`src/sv/ntcti_ram.sv`:
```
// Generic single-write, single-read RAM with registered read data.
// Depends on nothing.
module ntcti_ram #(
  parameter int WIDTH = 16,
  parameter int DEPTH = 32
) (
  input  logic                     clk,
  input  logic                     we,
  input  logic [$clog2(DEPTH)-1:0] waddr,
  input  logic [WIDTH-1:0]         wdata,
  input  logic [$clog2(DEPTH)-1:0] raddr,
  output logic [WIDTH-1:0]         rdata
);

  logic [WIDTH-1:0] mem [DEPTH];
  logic [WIDTH-1:0] rdata_r;

  always_ff @(posedge clk) begin
    if (we) begin
      mem[waddr] <= wdata;
    end
    rdata_r <= mem[raddr];
  end

  assign rdata = rdata_r;

endmodule
```
`config.mk`:
```
export PLATFORM = sky130hd
export DESIGN_NAME = ntcti_ram
export DESIGN_NICKNAME = d
export VERILOG_FILES = /design/src/sv/ntcti_ram.sv
export SDC_FILE = /design/constraint.sdc
export NUM_CORES = 1
export LEC_CHECK = 0
export ABC_CLOCK_PERIOD_IN_PS = 3500
export BUFFER_PORTS_ARGS = -buffer_cell sky130_fd_sc_hd__buf_4
export CAP_MARGIN = 25
export CORE_ASPECT_RATIO = 0.9
export CORE_MARGIN = 2
export CORE_UTILIZATION = 60
export CTS_BUF_LIST = sky130_fd_sc_hd__clkbuf_8
export DETAILED_ROUTE_END_ITERATION = 10
export PLACE_DENSITY = 0.82
export SLEW_MARGIN = 5
export SYNTH_ARGS = -nofsm -noshare
export SYNTH_HDL_FRONTEND = slang
export SYNTH_SLANG_ARGS = --single-unit
```
`constraint.sdc`:
```
create_clock -name clk -period 3.5 [get_ports clk]
set_input_delay 0.35 -clock clk [delete_from_list [all_inputs] [get_ports clk]]
set_output_delay 0.35 -clock clk [all_outputs]
set_load 0.02 [all_outputs]
```
==> impl_results.md, run 1 <==
* Outcome: completed
* TritonCTS buffer count at slightly below 80
* Unrepaired setup endpoints after global routing: no
* Total negative slack at 0 ns
* Clock slew at reported path FFs at about 0.070 ns
* Clock latency on the worst-skew pair at 0.61 ns
* Max capacitance violation total at 0
* CTS tree: yes
* Post-route ant nets at 0
* Worst clock skew at 0.0266 ns
* Clock Power Share at 36.9%
* P per Cell Area at 538 nW/um^2
* DIE AREA at approximately 36000 sq um
* Diodes inserted at 0
* Die Y-Extent at around 180 um
* Clk root buf: clkbuf_8
* Vias in the first global route at 11100
* Switch share at 21.8%
* Initial drt markers at 1313
* Initial antenna violation count at 0
* Most frequent cells in the layout: edfxtp_1 (512), mux2i_1 (256), buf_4 (96)
* Input/output buffers at 43
* Core Box Area at 33900 sq um
* Worst Setup End Kind: register
* Sequential share of power at between 50% and 60%
* Peak Freq at 569 MHz
* Wire length per cell at between 20 and 25 um
* Distinct cells, synth at 26
* Worst vdd ir at 0.416 mV
* Final wirelength at 43.3 mm
* Area delta synth->final at 11.3%
* Tot Pwr at 12.3 mW
* Number of H-tree levels at 3
* Gpl congestion at 0.809
* Post-CTS setup buffers at 0
* Global-route wire length before repair at 65.6 mm
* Post-cts sizing count at 0
* Startpoint types: input port
* Commonest non-fill, non-tap cell in the layout: edfxtp_1
* Mapped Cells at ~1100
* End-of-flow core utilization at between 60% and 70%
* Total track usage at 25.0%
* HPWL Detailed at roughly 26 mm
* WP data required at 3.98 ns
* Drt first pass iters at 6
* Initial Util at between 60% and 70%
* Mapped cell area at 20500 sq um
* Hold Crit Class: in2reg
* Site row count at between 60 and 70
* Clock period minus worst slack at 1.76 ns
* Clk sink count at roughly 530
* Syn_nets at 1171
* Hold_buf cts at 0
* CP Max Fanout at 28
* Leak Pwr at 8.21 nW
* Via/cell ratio at 6.17
* Slew Viols, Final at 0
* Register area share after synthesis at 76.4%
* Drt drc at 0
* # setup viols final at 0
* CTS max path bufs at 3
* Vias at ~11000
* Crit share post-route at about half
* Non-Filler Instances at about 1800
* Avg Cell Area, Syn at 18.0 sq um
* WS Path Type: in2reg
* Combinational share of power at 5.7%
* Yosys reg bits at 528
* Max-slew headroom at 38.4%
* Die width at 199 um
* Crit path DAT at 2.23 ns
* Nets@finish at 1285
* I/O pin cnt at 44
* Sw Pwr at 2.69 mW
* Synth warn at 0
* Endpoints failing hold at 0
* Global route overflow at 0
* Pin count of the biggest net entering global routing at 57
* Share of layout cells above drive strength 1 at 15.8%
* Placed cell count at 1640
* Worst Tran Pin Value at ~0.92 ns
* Pint at 9.62 mW
[sequential cells by signal (all words and copies together) (netlist names)]
register  cells
rdata        16
mem         512
[worst max-delay path, stage by stage]
cell and delay (ns):
buf_4 0.13, nor2b_4 0.68, buf_4 0.48, a22oi_1 0.12
a31oi_1 0.32, nand3_1 0.12
[per-layer routing]
metal / track usage, % / vias to the layer above / share of wire (%)
li1: - / 4790 / -
met1: 34.9 / 5391 / 39
met2: 38.8 / 650 / 48
met3: 4.71 / 130 / 9.2
met4: 11.4 / 0 / 4.2
met5: 0 / - / 0
[kinds of logic after synthesis]
group	count (synthesis)	share of synthesized area, %
flip-flops	528	76.4
multiplexers	256	12.5
AND/OR/NAND/NOR	148	3.49
AO/OA/AOI/OAI	144	4.97
buffers and inverters	67	2.63
[per-stage QoR]
| stage | hold WS (ns) | setup slack (ns) | area (sq um) |
|---|---|---|---|
| 3_3_place_gp | 0.585 | 1.19 | 21400 |
| 4_1_cts | 0.125 | 1.78 | 22900 |
| 5_1_grt | 0.137 | 1.70 | 22900 |
| 6_report | 0.151 | 1.74 | 22900 |
| 2_1_floorplan | 0.449 | 1.41 | 20500 |
| 3_5_place_dp | 0.586 | 1.14 | 21400 |
[path summary, 6_finish.rpt]
check / startpoint / to / slack (ns) / depth (start not counted)
min: wdata[13] / mem[9][13] / 0.15 / 1
max: raddr[2] / rdata[8] / 1.74 / 6
max reg2reg: mem[3][7] / rdata[7] / 2.03 / 5
min reg2reg: mem[17][1] / rdata[1] / 0.60 / 4
[synthesized netlist by cell type]
library cell / count / area (sq um)
a21oi_1: 32 / 160
a22o_1: 32 / 280
a22oi_1: 64 / 480
a31oi_1: 16 / 100
and2_1: 1 / 6.26
buf_12: 5 / 100
buf_2: 19 / 95.1
buf_4: 19 / 143
buf_6: 6 / 67.6
buf_8: 6 / 90.1
clkbuf_1: 12 / 45.0
dfxtp_1: 16 / 320
edfxtp_1: 512 / 15400
mux2i_1: 256 / 2560
nand2_1: 33 / 124
nand2b_1: 2 / 12.5
nand3_1: 34 / 170
nand3b_1: 5 / 37.5
nand4_1: 16 / 100
nor2_1: 33 / 124
nor2_4: 1 / 11.3
nor2b_1: 2 / 12.5
nor3_1: 16 / 80.1
or2_1: 1 / 6.26
or3_1: 1 / 6.26
or3b_2: 3 / 26.3
[power by group through the flow]
| stage | registers [mW] | clock network [mW] | logic [mW] |
|---|---|---|---|
| floorplan | 7.22 | 0 | 0.395 |
| global placement | 7.19 | 0 | 0.675 |
| detailed placement | 7.19 | 0 | 0.696 |
| CTS | 7.06 | 4.60 | 0.700 |
| global route | 7.07 | 4.86 | 0.747 |
| finish | 7.06 | 4.54 | 0.702 |
[cell type report]
| class | instances | area, sq um |
|---|---|---|
| clock buffer | 87 | 1200 |
| tap | 462 | 578 |
| clock inverter | 50 | 238 |
| fill | 2102 | 11000 |
| sequential | 528 | 15700 |
| timing repair buffer | 102 | 836 |
| multi-input combinational | 548 | 4320 |
No activity file was read; power rests on OpenSTA's default activity.
==> inputs of run 2 (changes only) <==
- ABC_CLOCK_PERIOD_IN_PS: 3500 -> 1700
- clock period: 3.5 -> 1.7 ns (I/O delays scaled with it)
==> impl_results.md, run 2 (synthesized netlist as in run 1, its figures left out) <==
* Clock Power Share at ~36%
* Filler cell count at 1967
* Die Y-Extent at 180 um
* Worst vdd ir at 0.920 mV
* Worst clock skew at 0.0296 ns
* Post-route ant nets at 0
* Hold_sp: wdata[2]
* Crit path DAT at ~2.0 ns
* CP Max Fanout at 11
* Global route overflow at 0
* CTS max path bufs at 3
* Placed cell areas at about 22000 sq um
* Clk root buf: clkbuf_8
* Combinational share of power at ~6.5%
* Startpoint types: input port
* Site row count at 64
* Number of H-tree levels at 3
* CP bufs+invs at 3
* CTS tree: yes
* Global-route wire length before repair at 68.9 mm
* Total track usage at 26.4%
* Max reg flops at just over 500
* WP data required at 2.23 ns
* Max-slew headroom at 70.2%
* Vias in the first global route at 11500
* Diodes inserted at 0
* Most frequent cells in the layout: edfxtp_1 (512), mux2i_1 (256), buf_4 (115)
* Unrepaired setup endpoints after global routing: no
* Crit path max-delay family: buffers and inverters
* WS Path Type: in2reg
* Endpoints failing hold at 0
* Worst Tran Pin Value at approximately 0.45 ns
* Final wirelength at 46.4 mm
* I/O pin cnt at 44
* Critical Path Max Stage Delay at 0.54 ns
* Commonest non-fill, non-tap cell in the layout: edfxtp_1
* Clk sink count at 528
* Core Box Area at 33900 sq um
* Via/cell ratio at ~6.2
* DIE AREA at 35700 sq um
* # setup viols final at 0
* Drt first pass iters at 6
* Gpl congestion at 0.821
* Top reg by flops: mem
* Wire length per cell at 25.3 um
* Share of layout cells above drive strength 1 at approximately 18%
* Hold slack at 0.0337 ns
* Sw Pwr at 5.82 mW
* Clock period minus worst slack at between 1 and 1.5 ns
* Tot Pwr at 25.4 mW
* Post-CTS setup buffers at 0
* Switch share at roughly 23%
* HPWL Detailed at 28.0 mm
* P per Cell Area at roughly 1100 nW/um^2
* Initial drt markers at 1494
* Initial Util at 60.6%
* Slowest cell on the critical path: dlygate4sd3_1
* Input/output buffers at 43
* Hold_buf cts at 14
* CP startpoint: raddr[4]
* Crit share post-route at approximately 87%
* Clock latency on the worst-skew pair at 0.60 ns
* Peak Freq at slightly below 700 MHz
* Max capacitance violation total at 0
* Vias at 11400
* Worst Setup End Kind: register
* Drt drc at 0
* Pint at between 15 and 20 mW
* Sequential share of power at 57.3%
* Slew Viols, Final at 0
* TritonCTS buffer count at 79
* Reg2reg start: mem[0][6]
* Pin count of the biggest net entering global routing at 45
* Outcome: completed
* Area delta synth->final at 14.3%
* Post-cts sizing count at 0
* Clock slew at reported path FFs at roughly 0.06 ns
* Nets@finish at 1337
* Hold Crit Class: in2reg
* Leak Pwr at 8.48 nW
* CP cell instances: dlygate4sd3_1 -> buf_4 -> nand2b_1 -> buf_4 -> a21oi_1 -> nand3_1 -> nand3_1
* Die width at 199 um
* Fin area at between 20000 and 25000 sq um
* Initial antenna violation count at 0
==> run 2: changes by cell type in the layout (fill, tap and decap cells not counted) <==
cell / before / now
buf_4: 96 / 115
buf_12: 5 / 22
clkinv_1: 4 / 19
dlygate4sd3_1: 0 / 14
clkbuf_8: 87 / 81
nor2_1: 33 / 29
nor2_2: 0 / 4
inv_1: 34 / 31
clkinv_8: 0 / 2
inv_8: 0 / 2
bufinv_16: 1 / 0
clkinv_2: 8 / 7
==> run 2: final cells by class <==
| cell class | count | area (sq um) | area share, % |
|---|---|---|---|
| Sequential cell | 528 | 15700 | 66.9 |
| Clock buffer | 81 | 1110 | 4.75 |
| Multi-Input combinational cell | 548 | 4330 | 18.4 |
| Tap cell | 462 | 578 | 2.46 |
| Clock inverter | 64 | 303 | 1.29 |
| Timing Repair Buffer | 152 | 1460 | 6.21 |
==> run 2: power by group through the flow <==
stage	registers [mW]	logic, mW	clock network, mW
floorplan	14.9	0.814	0
global placement	14.8	1.56	0
detailed placement	14.8	1.60	0
CTS	14.6	1.64	9.30
global route	14.6	1.73	9.86
finish	14.6	1.65	9.20
==> run 2: per-stage QoR <==
step	setup WS [ns]	std cells	TNS (ns)	util, %
after detailed placement	-0.0449	1676	-2.46	64.7
after CTS	0.225	1835	0	69.3
after global placement	-0.0268	1676	-0.541	64.7
final	0.219	1835	0	69.3
after global routing	0.188	1835	0	69.3
after floorplan	-0.210	1143	-29.19	-
==> run 2: final timing paths <==
| check | to | slack, ns | depth (start not counted) |
|---|---|---|---|
| worst max register to register | rdata[6] | 0.24 | 6 |
| worst min-delay path | mem[3][2] | 0.03 | 1 |
| worst max-delay path | rdata[4] | 0.22 | 7 |
| worst min register to register | rdata[1] | 0.64 | 4 |
==> run 2: metal layers <==
metal,part of all wire (%),GRT usage (%)
met5,0,0
met3,9.3,4.84
met4,4.3,12.3
met1,38,36.1
met2,48,41.8
==> inputs of run 3 (changes only) <==
--- a/config.mk
+++ b/config.mk
@@ -16,2 +16,3 @@
 export PLACE_DENSITY = 0.82
+export SETUP_SLACK_MARGIN = 0.02
 export SLEW_MARGIN = 5
==> constraint.sdc (replaced) <==
create_clock -name clk -period 1.7 [get_ports clk]
set_input_delay 0 -clock clk [delete_from_list [all_inputs] [get_ports clk]]
set_output_delay 0 -clock clk [all_outputs]
set_load 0.02 [all_outputs]
==> impl_results.md, run 3 (synthesized netlist as in run 1, its figures left out) <==
* Outcome: completed
* Global route overflow at 0
* Startpoint types: input port
* Crit path DAT at 1.98 ns
* Initial Util at 60.6%
* Vias in the first global route at 11600
* Gpl congestion at 0.814
* Final wirelength at ~45 mm
* Fin area at 23500 sq um
* Unrepaired setup endpoints after global routing: no
* Crit share post-route at between 80% and 90%
* Max reg flops at roughly 500
* Number of H-tree levels at 3
* Max capacitance violation total at 0
* Pin count of the biggest net entering global routing at 43
* Tot Pwr at approximately 25 mW
* Clock slew at reported path FFs at 0.06 ns
* Post-CTS setup buffers at 0
* R2R Setup Slk at about 0.18 ns
* Die Y-Extent at 180 um
* Hold Crit Class: in2reg
* WP data required at 2.16 ns
* Site row count at 64
* Commonest non-fill, non-tap cell in the layout: edfxtp_1
* Crit path to: rdata[9]
* CP startpoint: raddr[2]
* Wire length per cell at approximately 25 um
* DIE AREA at roughly 36000 sq um
* Die width at 199 um
* Worst vdd ir at just under 1 mV
* Total track usage at a little over a quarter
* Filler cell count at 2039
* Clk sink count at roughly 530
* Post-route ant nets at 0
* Leak Pwr at 8.50 nW
* Via/cell ratio at a little over 6
* Worst clock skew at 0.0121 ns
* HPWL Detailed at 27.1 mm
* CTS max path bufs at 3
* Endpoints failing hold at 0
* Core Box Area at roughly 34000 sq um
* Input/output buffers at 43
* Clk root buf: clkbuf_8
* CTS tree: yes
* Cell count of the worst reg-to-reg path at 6
* WS Path Type: in2reg
* Max-slew headroom at 69.6%
* Most frequent cells in the layout: edfxtp_1 (512), mux2i_1 (256), buf_4 (106)
* CP Max Fanout at 21
* Slew Viols, Final at 0
* Share of layout cells above drive strength 1 at 17.2%
* Drt first pass iters at 6
* TritonCTS buffer count at 79
* Worst Tran Pin Value at 0.455 ns
* P per Cell Area at ~1100 nW/um^2
* # setup viols final at 0
* Drt drc at 0
* Reg2reg start: mem[1][9]
* Diodes inserted at 0
* Global-route wire length before repair at ~70 mm
* Reg2reg end: rdata[9]
* Placed cell areas at between 20000 and 25000 sq um
* Worst Setup End Kind: register
* Post-cts sizing count at 0
* End-of-flow core utilization at between 60% and 70%
* I/O pin cnt at 44
* Initial drt markers at approximately 1400
* Initial antenna violation count at 0
* Clock latency on the worst-skew pair at 0.61 ns
* Clock period minus worst slack at 1.52 ns
* Vias at around 11000
* Top reg by flops: mem
* Area delta synth->final at 14.6%
* Peak Freq at between 600 and 700 MHz
* Nets@finish at 1339
* Hold slack at approximately 0.065 ns
-- run 3: cell count changes in the layout (fill, tap and decap cells not counted), sizes merged --
| cell | previous run | this run |
|---|---|---|
| dlygate4sd3 | 14 | 19 |
| buf | 138 | 135 |
| inv | 35 | 32 |
| clkinvlp | 1 | 3 |
| clkbuf | 81 | 82 |
-- run 3: layout make-up --
cell class | count | area [sq um] | area share [%]
tap | 462 | 578 | 2.46
sequential | 528 | 15700 | 66.7
timing repair buffer | 154 | 1560 | 6.63
clock buffer | 82 | 1130 | 4.79
clock inverter | 63 | 263 | 1.12
multi-input combinational | 548 | 4320 | 18.3
-- run 3: metrics by stage --
stage / TNS, ns / instances / worst slack (ns)
floorplan: -4.69 / 1143 / -0.0400
global placement: 0 / 1673 / 0.117
detailed placement: 0 / 1673 / 0.0409
CTS: 0 / 1838 / 0.0565
global route: 0 / 1837 / 0.119
finish: 0 / 1837 / 0.177
-- run 3: repair_timing --
action                     CTS  global route
hold buffers                20             0
hold endpoints to repair   525             0
setup endpoints to repair    0             1
-- run 3: worst max-delay path, stage by stage --
cell and delay (ns):
dlygate4sd3_1 0.53, buf_4 0.15, and2_2 0.17, buf_12 0.18, buf_4 0.29, a21oi_1 0.12
a31oi_1 0.38, nand3_1 0.14
-- run 3: worst min path at each step --
stage	from	end	slack, ns	depth (start not counted)
finish	raddr[1]	rdata[15]	0.06	6
global route	raddr[1]	rdata[15]	0.07	6
CTS	raddr[1]	rdata[3]	0.02	6
detailed placement	raddr[3]	rdata[15]	0.42	3
global placement	raddr[3]	rdata[15]	0.42	3
floorplan	wdata[0]	mem[0][0]	0.1	0
-- run 3: routing by layer --
metal	GRT usage [%]	vias up	part of all wire, %
met4	10.9	0	3.8
met1	35.4	5627	39
met3	5.48	138	9.3
met2	41.6	689	48
met5	0	-	0
li1	-	4927	-
-- run 3: report_power, final --
group	internal, mW	total, mW	switching, mW
clock	4.48	9.12	4.63
combinational	0.636	1.64	1.00
sequential	14.5	14.5	0.0640
